[src/rtl/core/enc_odo_pkg.sv]
// Package for the wheel encoder odometry block: item structs, operation and
// register codes, controller/datapath command structs and sequencing constants.
// No dependencies.
package enc_odo_pkg;

    localparam int CFG_DATA_W  = 24;
    localparam int CFG_INDEX_W = 2;
    localparam int PROD_W      = 96;
    localparam int MUL_CYCLES  = 32;
    localparam int DIV_CYCLES  = 96;
    localparam int CNT_W       = 7;

    localparam logic [31:0] SPEED_SCALE = 32'd1000000;

    localparam logic [1:0] OP_UPDATE = 2'd0;
    localparam logic [1:0] OP_START  = 2'd1;
    localparam logic [1:0] OP_ZERO   = 2'd2;
    localparam logic [1:0] OP_SPARE  = 2'd3;

    localparam logic [CFG_INDEX_W-1:0] CFG_CPR  = 2'd0;
    localparam logic [CFG_INDEX_W-1:0] CFG_CIRC = 2'd1;
    localparam logic [CFG_INDEX_W-1:0] CFG_DIR  = 2'd2;

    localparam logic [1:0] STEP_DELTA = 2'd0;
    localparam logic [1:0] STEP_TOTAL = 2'd1;
    localparam logic [1:0] STEP_SPEED = 2'd2;

    typedef struct packed {
        logic [1:0]  operation;
        logic [15:0] counter_value;
        logic [23:0] dt_us;
    } in_item_t;

    typedef struct packed {
        logic signed [16:0] delta_ticks;
        logic signed [63:0] total_ticks;
        logic signed [39:0] delta_distance_um;
        logic signed [63:0] total_distance_um;
        logic signed [59:0] speed_um_per_s;
        logic               calibrated;
        logic               running;
    } out_item_t;

    typedef struct packed {
        logic       load;
        logic       mul_init;
        logic       mul_step;
        logic       div_step;
        logic       store;
        logic [1:0] step;
    } cmd_t;

    typedef struct packed {
        logic need_math;
        logic dt_nonzero;
    } status_t;

endpackage

[src/rtl/core/encoder_odometry.sv]
// Top level of the wheel encoder odometry block: controller plus datapath.
// Depends on enc_odo_pkg, enc_odo_ctrl and enc_odo_dp.
//
//   Channel   Direction  Handshake              Payload
//   in        sink       in_valid / in_stall    in_item (operation, counter, dt)
//   out       source     out_valid / out_stall  out_item (counts, distances, speed)
//   cfg       sink       cfg_write              cfg_index, cfg_data
//
// Start, zero and updates before start or while uncalibrated go from acceptance
// through setup straight to the output state, with no arithmetic. A calibrated
// update runs up to three passes (setup, multiply, divide, store) for delta
// distance, total distance and speed in one shared unit; the speed pass is not
// run with zero elapsed time. in_stall stays high until the
// result is taken; the result holds under out_stall. Reset is asynchronous.
module encoder_odometry #(
    parameter int COUNTER_BITS = 16
) (
    input  logic                                clk,
    input  logic                                rst_n,
    input  logic                                in_valid,
    output logic                                in_stall,
    input  enc_odo_pkg::in_item_t               in_item,
    output logic                                out_valid,
    input  logic                                out_stall,
    output enc_odo_pkg::out_item_t              out_item,
    input  logic                                cfg_write,
    input  logic [enc_odo_pkg::CFG_INDEX_W-1:0] cfg_index,
    input  logic [enc_odo_pkg::CFG_DATA_W-1:0]  cfg_data
);
    import enc_odo_pkg::*;

    // Commands from the controller and flags back from the datapath.
    cmd_t    cmd;
    status_t status;

    enc_odo_ctrl u_ctrl (
        .clk       (clk),
        .rst_n     (rst_n),
        .in_valid  (in_valid),
        .in_stall  (in_stall),
        .out_valid (out_valid),
        .out_stall (out_stall),
        .cmd       (cmd),
        .status    (status)
    );

    enc_odo_dp #(
        .COUNTER_BITS (COUNTER_BITS)
    ) u_dp (
        .clk       (clk),
        .rst_n     (rst_n),
        .cfg_write (cfg_write),
        .cfg_index (cfg_index),
        .cfg_data  (cfg_data),
        .in_item   (in_item),
        .cmd       (cmd),
        .status    (status),
        .out_item  (out_item)
    );

endmodule

[src/rtl/core/enc_odo_ctrl.sv]
// Controller for the odometry block: sequences item load, the shift-add
// multiply, the restoring divide and the result stores. Uses enc_odo_pkg.
module enc_odo_ctrl (
    input  logic                 clk,
    input  logic                 rst_n,
    input  logic                 in_valid,
    output logic                 in_stall,
    output logic                 out_valid,
    input  logic                 out_stall,
    output enc_odo_pkg::cmd_t    cmd,
    input  enc_odo_pkg::status_t status
);
    import enc_odo_pkg::*;

    typedef enum logic [5:0] {
        ST_IDLE  = 6'b000001,
        ST_SETUP = 6'b000010,
        ST_MUL   = 6'b000100,
        ST_DIV   = 6'b001000,
        ST_STORE = 6'b010000,
        ST_OUT   = 6'b100000
    } state_t;

    state_t           state_reg, state_next;
    logic [CNT_W-1:0] cnt_reg, cnt_next;
    logic [1:0]       step_reg, step_next;

    always_comb
    begin
        state_next = state_reg;
        cnt_next   = cnt_reg;
        step_next  = step_reg;
        cmd        = '0;
        cmd.step   = step_reg;
        case (state_reg)
            ST_IDLE:
            begin
                if (in_valid)
                begin
                    cmd.load   = 1'b1;
                    step_next  = STEP_DELTA;
                    state_next = ST_SETUP;
                end
            end
            ST_SETUP:
            begin
                if (!status.need_math || (step_reg == STEP_SPEED && !status.dt_nonzero))
                begin
                    state_next = ST_OUT;
                end
                else
                begin
                    cmd.mul_init = 1'b1;
                    cnt_next     = '0;
                    state_next   = ST_MUL;
                end
            end
            ST_MUL:
            begin
                cmd.mul_step = 1'b1;
                if (cnt_reg == CNT_W'(MUL_CYCLES - 1))
                begin
                    cnt_next   = '0;
                    state_next = ST_DIV;
                end
                else
                begin
                    cnt_next = cnt_reg + 1'b1;
                end
            end
            ST_DIV:
            begin
                cmd.div_step = 1'b1;
                if (cnt_reg == CNT_W'(DIV_CYCLES - 1))
                begin
                    cnt_next   = '0;
                    state_next = ST_STORE;
                end
                else
                begin
                    cnt_next = cnt_reg + 1'b1;
                end
            end
            ST_STORE:
            begin
                cmd.store = 1'b1;
                if (step_reg == STEP_SPEED)
                begin
                    state_next = ST_OUT;
                end
                else
                begin
                    step_next  = step_reg + 1'b1;
                    state_next = ST_SETUP;
                end
            end
            ST_OUT:
            begin
                if (!out_stall)
                begin
                    state_next = ST_IDLE;
                end
            end
            default:
            begin
                state_next = ST_IDLE;
            end
        endcase
    end

    always_ff @(posedge clk or negedge rst_n)
    begin
        if (!rst_n)
        begin
            state_reg <= ST_IDLE;
            cnt_reg   <= '0;
            step_reg  <= STEP_DELTA;
        end
        else
        begin
            state_reg <= state_next;
            cnt_reg   <= cnt_next;
            step_reg  <= step_next;
        end
    end

    assign in_stall  = (state_reg != ST_IDLE);
    assign out_valid = (state_reg == ST_OUT);

    a_step_range: assert property (@(posedge clk) disable iff (!rst_n)
        step_reg != 2'd3)
        else $error("step index out of range");

    a_accept_busy: assert property (@(posedge clk) disable iff (!rst_n)
        (in_valid && !in_stall) |=> (state_reg == ST_SETUP))
        else $error("accepted item did not start processing");

    a_out_blocks_in: assert property (@(posedge clk) disable iff (!rst_n)
        out_valid |-> in_stall)
        else $error("input open while a result waits");

    a_cnt_range: assert property (@(posedge clk) disable iff (!rst_n)
        cnt_reg < CNT_W'(DIV_CYCLES))
        else $error("cycle counter overran");

endmodule

[src/rtl/core/enc_odo_dp.sv]
// Datapath for the odometry block: configuration and count state, shared
// shift-add multiplier and restoring divider, result register. Uses enc_odo_pkg.
module enc_odo_dp #(
    parameter int COUNTER_BITS = 16
) (
    input  logic                                 clk,
    input  logic                                 rst_n,
    input  logic                                 cfg_write,
    input  logic [enc_odo_pkg::CFG_INDEX_W-1:0]  cfg_index,
    input  logic [enc_odo_pkg::CFG_DATA_W-1:0]   cfg_data,
    input  enc_odo_pkg::in_item_t                in_item,
    input  enc_odo_pkg::cmd_t                    cmd,
    output enc_odo_pkg::status_t                 status,
    output enc_odo_pkg::out_item_t               out_item
);
    import enc_odo_pkg::*;

    localparam logic [63:0] LIM40 = 64'h0000_007F_FFFF_FFFF;
    localparam logic [63:0] LIM64 = 64'h7FFF_FFFF_FFFF_FFFF;

    // Magnitude of a quotient with sign applied, clamped to [-lim-1, lim].
    function automatic logic [63:0] sign_sat(input logic neg, input logic [PROD_W-1:0] q,
                                             input logic [63:0] lim);
        logic [63:0] m;
        m = (q[PROD_W-1:64] != '0) ? '1 : q[63:0];
        if (neg)
        begin
            if (m > lim + 64'd1)
            begin
                m = lim + 64'd1;
            end
            sign_sat = 64'd0 - m;
        end
        else
        begin
            sign_sat = (m > lim) ? lim : m;
        end
    endfunction

    logic [23:0]             cpr_reg, circ_reg;
    logic                    dirneg_reg;
    logic [COUNTER_BITS-1:0] last_reg;
    logic [63:0]             total_reg;
    logic                    started_reg;

    logic [23:0]             dt_reg;
    logic [COUNTER_BITS-1:0] mag_reg;
    logic                    neg_reg;
    logic                    need_reg;

    logic [PROD_W-1:0]       acc_reg, a_reg;
    logic [31:0]             b_reg;
    logic [23:0]             d_reg, rem_reg;
    out_item_t               res_reg;

    logic [COUNTER_BITS-1:0] cur, raw, mag;
    logic                    neg, cal;
    logic [63:0]             dbits, new_total;
    logic                    tneg;
    logic [63:0]             tmag;
    logic [63:0]             dd_ext, dmag;
    logic                    dneg;
    logic [24:0]             div_r;
    logic                    div_ge;
    out_item_t               load_res;

    always_comb
    begin
        cur   = COUNTER_BITS'(in_item.counter_value);
        raw   = cur - last_reg;
        mag   = raw[COUNTER_BITS-1] ? (~raw + 1'b1) : raw;
        neg   = (raw[COUNTER_BITS-1] ^ dirneg_reg) && (mag != '0);
        dbits = neg ? (64'd0 - 64'(mag)) : 64'(mag);
        new_total = total_reg + dbits;
        cal   = (cpr_reg != '0) && (circ_reg != '0);
        tneg  = total_reg[63];
        tmag  = tneg ? (64'd0 - total_reg) : total_reg;
        dd_ext = 64'(signed'(res_reg.delta_distance_um));
        dneg  = dd_ext[63];
        dmag  = dneg ? (64'd0 - dd_ext) : dd_ext;
        div_r  = {rem_reg, acc_reg[PROD_W-1]};
        div_ge = (div_r >= {1'b0, d_reg});
    end

    // Result fields known at load time; the distances and speed follow later.
    always_comb
    begin
        load_res = '0;
        case (in_item.operation)
            OP_START:
            begin
                load_res.calibrated = cal;
                load_res.running    = 1'b1;
            end
            OP_UPDATE:
            begin
                if (started_reg)
                begin
                    load_res.delta_ticks = dbits[16:0];
                    load_res.total_ticks = new_total;
                    load_res.calibrated  = cal;
                    load_res.running     = 1'b1;
                end
            end
            default:
            begin
                load_res.calibrated = cal;
                load_res.running    = started_reg;
            end
        endcase
    end

    always_ff @(posedge clk or negedge rst_n)
    begin
        if (!rst_n)
        begin
            cpr_reg     <= '0;
            circ_reg    <= '0;
            dirneg_reg  <= 1'b0;
            last_reg    <= '0;
            total_reg   <= '0;
            started_reg <= 1'b0;
            need_reg    <= 1'b0;
        end
        else
        begin
            if (cfg_write)
            begin
                case (cfg_index)
                    CFG_CPR:  cpr_reg    <= cfg_data;
                    CFG_CIRC: circ_reg   <= cfg_data;
                    CFG_DIR:  dirneg_reg <= cfg_data[0];
                    default:  ;
                endcase
            end
            if (cmd.load)
            begin
                need_reg <= (in_item.operation == OP_UPDATE) && started_reg && cal;
                case (in_item.operation)
                    OP_START:
                    begin
                        last_reg    <= cur;
                        total_reg   <= '0;
                        started_reg <= 1'b1;
                    end
                    OP_ZERO:
                    begin
                        last_reg  <= '0;
                        total_reg <= '0;
                    end
                    OP_UPDATE:
                    begin
                        if (started_reg)
                        begin
                            last_reg  <= cur;
                            total_reg <= new_total;
                        end
                    end
                    default: ;
                endcase
            end
        end
    end

    // Payload: operands, multiply/divide registers and the result.
    always_ff @(posedge clk)
    begin
        if (cmd.load)
        begin
            dt_reg  <= in_item.dt_us;
            mag_reg <= mag;
            neg_reg <= neg;
            res_reg <= load_res;
        end
        if (cmd.mul_init)
        begin
            acc_reg <= '0;
            rem_reg <= '0;
            case (cmd.step)
                STEP_DELTA:
                begin
                    a_reg <= PROD_W'(mag_reg);
                    b_reg <= {circ_reg, 8'd0};
                    d_reg <= cpr_reg;
                end
                STEP_TOTAL:
                begin
                    a_reg <= PROD_W'(tmag);
                    b_reg <= {circ_reg, 8'd0};
                    d_reg <= cpr_reg;
                end
                default:
                begin
                    a_reg <= PROD_W'(dmag);
                    b_reg <= SPEED_SCALE;
                    d_reg <= dt_reg;
                end
            endcase
        end
        if (cmd.mul_step)
        begin
            if (b_reg[0])
            begin
                acc_reg <= acc_reg + a_reg;
            end
            a_reg <= {a_reg[PROD_W-2:0], 1'b0};
            b_reg <= {1'b0, b_reg[31:1]};
        end
        if (cmd.div_step)
        begin
            rem_reg <= div_ge ? 24'(div_r - {1'b0, d_reg}) : div_r[23:0];
            acc_reg <= {acc_reg[PROD_W-2:0], div_ge};
        end
        if (cmd.store)
        begin
            case (cmd.step)
                STEP_DELTA:
                begin
                    res_reg.delta_distance_um <= 40'(sign_sat(neg_reg, acc_reg, LIM40));
                end
                STEP_TOTAL:
                begin
                    res_reg.total_distance_um <= sign_sat(tneg, acc_reg, LIM64);
                end
                default:
                begin
                    res_reg.speed_um_per_s <= dneg ? (60'd0 - acc_reg[59:0])
                                                   : acc_reg[59:0];
                end
            endcase
        end
    end

    assign status.need_math  = need_reg;
    assign status.dt_nonzero = (dt_reg != '0);
    assign out_item          = res_reg;

endmodule
[config.mk]
export PLATFORM = sky130hd
export DESIGN_NAME = encoder_odometry
export DESIGN_NICKNAME = d
export VERILOG_FILES = /design/src/rtl/core/enc_odo_pkg.sv /design/src/rtl/core/encoder_odometry.sv /design/src/rtl/core/enc_odo_ctrl.sv /design/src/rtl/core/enc_odo_dp.sv
export SDC_FILE = /design/constraint.sdc
export NUM_CORES = 2
export LEC_CHECK = 0
export BUFFER_PORTS_ARGS = -buffer_cell sky130_fd_sc_hd__buf_2
export CORE_MARGIN = 3
export CORE_UTILIZATION = 40
export CTS_BUF_LIST = sky130_fd_sc_hd__clkbuf_16
export CTS_CLUSTER_SIZE = 24
export DETAILED_ROUTE_END_ITERATION = 10
export PLACE_DENSITY_LB_ADDON = 0.08
export REMOVE_ABC_BUFFERS = 1
export SLEW_MARGIN = 10
export SYNTH_ARGS = -nofsm -noshare
export SYNTH_HDL_FRONTEND = slang
export SYNTH_HIERARCHICAL = 1
export SYNTH_SLANG_ARGS = --single-unit
[constraint.sdc]
create_clock -name clk -period 11.7 [get_ports clk]
set_clock_uncertainty 0.2 [all_clocks]
set_input_delay 1.17 -clock clk [delete_from_list [all_inputs] [get_ports clk]]
set_output_delay 1.17 -clock clk [all_outputs]
set_load 0.03 [all_outputs]
Word level (Yosys, flattened, before mapping)
Index checks and enable logic that the tools add are counted.
- add/sub/neg operators: 13
- order comparisons: 5
- equal/unequal tests: 22
- muxes and demuxes: 64
- bitwise gates (word level): 2
- reductions and logical operators: 34
- operator list (cell ; number):
    $mux W64 ; 12
    $mux W96 ; 6
    $mux W40 ; 7
    $pmux W64 S2 ; 2
    $mux W166 ; 1
    $mux W164 ; 1
    $sub A1 B64 Y64 const A ; 2
    $mux W60 ; 2
    $add A96 B96 Y96 ; 1
    $mux W24 ; 4
    $reduce_bool A24 Y1 ; 3
    $add A64 B64 Y64 ; 1
    $gt A64 B39 Y1 const B ; 1
    $gt A64 B40 Y1 const B ; 1
    $gt A64 B63 Y1 const B ; 1
    $gt A64 B64 Y1 const B ; 1
    $mux W31 ; 2
    $sub A1 B60 Y60 const A ; 1
    $pmux W16 S3 ; 1
    $sub A1 B40 Y41 const A ; 1
    $sub A1 B40 Y40 const A ; 1
    $mux W6 ; 6
    $pmux W6 S6 ; 1
    $mux W16 ; 2
    other kinds (40) ; 79
- register bits after elaboration: 706
- word-level logic and storage cells: 167

Longest topological paths before layout
- depth after elaboration: 11
- gate-level depth with buffers: 36
- depth with buffers taken out: 34

Cells and area by module
Netlist, hierarchy kept.
- by module, submodules not included (module ; times used ; cells each ; area each (um^2) ; sequential area each (um^2)):
    enc_odo_dp ; 1 ; 5261 ; 45413.6 ; 17471.8
    enc_odo_ctrl ; 1 ; 94 ; 948.4 ; 376.6

Worst setup path after synthesis
No wires, ideal clock.
- kind: input port to flip-flop
- start: in in_item[27] in the netlist's numbering
- end: reg u_dp.res_reg, in the netlist u_dp/out_item[219], data pin
- setup time: 0.266 ns
- data arrival time: 8.727 ns
- slack: 2.507 ns
- stages: 33
- path buffers: 2
- path through: ha_1 > o21ai_1 > a2111oi_2 > nor4_1 > o311ai_4 > and2_1 > clkbuf_1 > o21ai_0 > inv_1 > ha_1 > and3_1 > and3_1 > nand3_1 > o311a_1 > a211oi_1 > nand2_1 > o21ai_1 > buf_2 > nor2_1 > a21oi_1 > ha_1 > a211oi_1 > o21bai_1 > o22ai_1 > o31ai_1 > a311oi_1 > o21ai_0 > a311oi_1 > o31ai_1 > a2111oi_0 > nor2_1 > xnor2_1 > nor2_1
- RTL lines (what ; RTL line ; source):
    start: declaration ; encoder_odometry.sv:22 ; input enc_odo_pkg::in_item_t in_item,
    $sub A16 B16 Y16 * ; enc_odo_dp.sv:70 ; raw = cur - last_reg;
    $mux W16 * ; enc_odo_dp.sv:71 ; mag = raw[COUNTER_BITS-1] ? (~raw + 1'b1) : raw;
    net u_dp.mag[1] ; enc_odo_dp.sv:56 ; logic [COUNTER_BITS-1:0] cur, raw, mag;
    parallel branches: the longest is 2 deep, another holds $sub A1 B16 Y17 ; n/a ;
    $mux W64 * ; enc_odo_dp.sv:73 ; dbits = neg ? (64'd0 - 64'(mag)) : 64'(mag);
    net u_dp.dbits[1] ; enc_odo_dp.sv:58 ; logic [63:0] dbits, new_total;
    $add A64 B64 Y64 * ; enc_odo_dp.sv:74 ; new_total = total_reg + dbits;
    end signal: assignment ; enc_odo_dp.sv:173 ; res_reg <= load_res;
    end: declaration ; enc_odo_dp.sv:54 ; out_item_t res_reg;
Mark *: on every way through the listed nets, which the timed path passes.
A chain may end at the register's enable or synchronous reset.

Final worst setup path
Ends and elaborated chain as after synthesis.

==> key figures <==
Final layout
  • Largest register FFs: 247
  • Share of cells above drive strength 1: 0.123
  • Nets@finish: 5754
  • Layout area overhead: 12.4%

STA
  • Worst Max-Slew Pin Slew: 1.36 ns
  • Fmax: 95.1 MHz
  • Final hold viol count: 0
  • Slew Limit Fails: 0
  • Final Cycle Share: 0.899
  • RSZ-0062 raised after global routing: no
  • Slew HR: 0.0835
  • Total negative slack: 0 ns
  • Final min period: 10.52 ns
  • Final setup viols: 0
  • Hold slack: 0.174 ns

Synthesis
  • Synth async-reset ratio: 0.207
  • Seq/Total Area, Yosys: 0.385
  • Post-Synthesis Cells: 5355
  • Yosys warning count: 6
  • Mapped Area: 46400 um^2
  • Post-synth top flop: edfxtp_1
  • Synthesized area per cell: 8.66 um^2
  • Synth cell types: 98
  • Register bit total from synthesis: 706
  • Post-synth EDFFs: 298

GRT
  • Global route overflow: 0
  • Largest net degree at the start of global routing: 104
  • First-pass GRT wire length: 245 mm
  • Tot GR Track Use: 0.257
  • Vias in the first global route: 39300
  • Initial antenna violation count: 2

Critical path
  • Crit. End Element: flop
  • Worst r2r src: u_dp/last_reg[5]$_DFFE_PN0P_
  • Startpoint types: input port
  • CP top delay family: compound AO/OA/AOI/OAI gates
  • Register-to-register setup slack: 1.41 ns
  • WS Path Type: input port to flop
  • Max stage delay on crit path: 0.96 ns
  • Reg2reg end: u_dp/out_item[219]$_SDFFCE_PN0P_
  • Slowest cell on crit path: a2111oi_0
  • Crit. Startpoint: in_item[27]
  • Critical path arrival: 10.73 ns
  • Max FO, Critical Path: 13
  • Worst Reg-to-Reg Cells: 33
  • Critical path data required time: 11.91 ns
  • Buf/Inv on CP: 3

Detailed routing
  • Via count: 41500
  • Routed vias/inst: 5.88
  • Routed WL: 159 mm
  • Remaining antenna violation count: 0
  • Residual DRC count: 0
  • Post-DR wirelength/cell: 22.6 um
  • Drt first pass iters: 5
  • Initial DRC count: 3680

Clock tree
  • CTS Sinks: 706
  • Post-CTS setup buffer count: 0
  • Post-CTS sizing: 0
  • # hold bufs at CTS: 0
  • CTS HTree Levels: 3
  • Clk slew on worst S/H paths: 0.06 ns
  • Skew-Pair Late Insertion Delay: 0.69 ns
  • Num CTS Buffers: 87
  • CTS tree: built
  • Root Driver: clkbuf_16
  • Longest Clk Path Bufs: 3

Floorplan
  • Starting Density: 0.404
  • Die area: 120000 um^2
  • Die Width: 346 um
  • Top Ports: 322
  • Row Count: 124
  • Core area: 115000 um^2
  • Height of the die: 346 um

Placement
  • Number of port buffers: 321
  • GPL Wtd Cong: 0.925
  • Post-DP HPWL: 117 mm

Power and ir drop
  • Static leakage: 21.3 nW
  • Total chip power: 12.3 mW
  • PwrDens: 236 nW/um^2
  • Maximum vdd drop: 0.161 mV

Hold path
  • Worst hold path type: input port to asynchronous set/reset pin

Status
  • Run status: finished clean

Flow run
  • Max Cap Viol: 0
==> per-stage QoR <==
stage,setup slack (ns),utilization,cell area (um^2),instances
after floorplan,2.16,-,45000,4989
after global placement,0.832,0.428,49100,6894
after detailed placement,0.657,0.428,49100,6894
after CTS,1.36,0.454,52100,7058
after global routing,0.162,0.454,52100,7058
final,1.18,0.454,52100,7059
==> layer usage <==
layer  global-route usage  wire [um]  up-vias
li1                     -          -    20000
met1                0.378      76800    19900
met2                0.392      68800     1371
met3               0.0339       9210      221
met4               0.0753       4740        0
met5                    0          0        -
==> Yosys cell counts, types with 13 or more instances <==
cell | instances | share of area
a211oi_1 | 66 | 0.011
a21boi_0 | 13 | 0.0021
a21o_1 | 132 | 0.021
a21oi_1 | 401 | 0.043
a221o_1 | 14 | 0.0030
a221oi_1 | 28 | 0.0053
a22o_1 | 44 | 0.0083
a311oi_1 | 24 | 0.0045
a31oi_1 | 46 | 0.0062
and2_1 | 87 | 0.012
and3_1 | 43 | 0.0058
and4_1 | 13 | 0.0025
buf_1 | 13 | 0.0011
clkbuf_1 | 348 | 0.028
dfrtp_1 | 145 | 0.078
dfxtp_1 | 262 | 0.11
edfxtp_1 | 298 | 0.19
ha_1 | 206 | 0.056
inv_1 | 165 | 0.013
mux2_2 | 79 | 0.019
mux2i_1 | 27 | 0.0058
nand2_1 | 523 | 0.042
nand2b_1 | 27 | 0.0036
nand3_1 | 81 | 0.0087
nand3b_1 | 147 | 0.024
nand4_1 | 70 | 0.0094
nor2_1 | 356 | 0.029
nor2b_1 | 42 | 0.0057
nor3_1 | 119 | 0.013
nor4_1 | 69 | 0.0093
o211ai_1 | 33 | 0.0053
o21a_1 | 30 | 0.0049
o21ai_0 | 584 | 0.063
o21bai_1 | 31 | 0.0050
o221ai_1 | 43 | 0.0081
o22ai_1 | 23 | 0.0031
o31ai_1 | 62 | 0.010
o41ai_1 | 30 | 0.0057
or2_2 | 26 | 0.0035
or3_1 | 38 | 0.0051
or4_1 | 38 | 0.0062
xnor2_1 | 179 | 0.034
xor2_1 | 183 | 0.035
==> cells by family (layout without fill, tap and decap cells) <==
group | Yosys count | in the layout | synth area share
adder cells (fa/ha/maj) | 210 | 210 | 0.0573
AND/OR/NAND/NOR | 1719 | 1719 | 0.187
XOR/XNOR | 362 | 362 | 0.0684
flip-flops | 706 | 706 | 0.385
buffers and inverters | 533 | 724 | 0.0433
other | 0 | 1 | 0
AO/OA/AOI/OAI | 1719 | 1719 | 0.234
multiplexers | 106 | 106 | 0.0250
==> worst reg2reg max path: cells and delay by family, from the launching register on <==
family / cells / cell delay [ns]
xor gates and xnor gates: 2 / 0.36
adders and majority gates: 3 / 0.97
DFF: 1 / 0.34
AOI/OAI and AO/OA: 17 / 6.26
and+or+nand+nor: 8 / 1.56
buffers and inverters: 3 / 0.34
==> report_power, final <==
group | internal, mW | switching [mW]
Sequential | 2.96 | 0.442
Clock | 1.63 | 1.18
Combinational | 2.05 | 4.04
Total | 6.63 | 5.66
==> layout make-up <==
| cell class | count | area (um^2) |
|---|---|---|
| diodes | 1 | 2.50 |
| well taps | 1512 | 1890 |
| clock inverters | 75 | 767 |
| repair buffers | 393 | 2150 |
| clock buffers | 89 | 2230 |
| inverters | 167 | 634 |
| fillers | 11300 | 62600 |
| multi-input cells | 4116 | 26600 |
| flip-flops and latches | 706 | 17900 |
==> how the worst max path moves through the flow <==
stage                                            end  slack [ns]  cells past startpoint
floorplan           u_dp/out_item[219]$_SDFFCE_PN0P_        2.16                     32
global placement    u_dp/out_item[219]$_SDFFCE_PN0P_        0.83                     33
detailed placement  u_dp/out_item[219]$_SDFFCE_PN0P_        0.66                     33
CTS                 u_dp/out_item[219]$_SDFFCE_PN0P_        1.36                     33
global route        u_dp/out_item[219]$_SDFFCE_PN0P_        0.16                     33
finish              u_dp/out_item[219]$_SDFFCE_PN0P_        1.18                     33
==> layout by cell type, fill, tap and decap left out, types with 179 or more instances in the layout <==
cell type	count
o21ai_0	584
nand2_1	515
a21oi_1	401
nor2_1	350
buf_2	320
edfxtp_1	298
dfxtp_1	261
ha_1	206
xor2_1	183
inv_1	182
xnor2_1	179
Power figures use the tool's default switching activity.
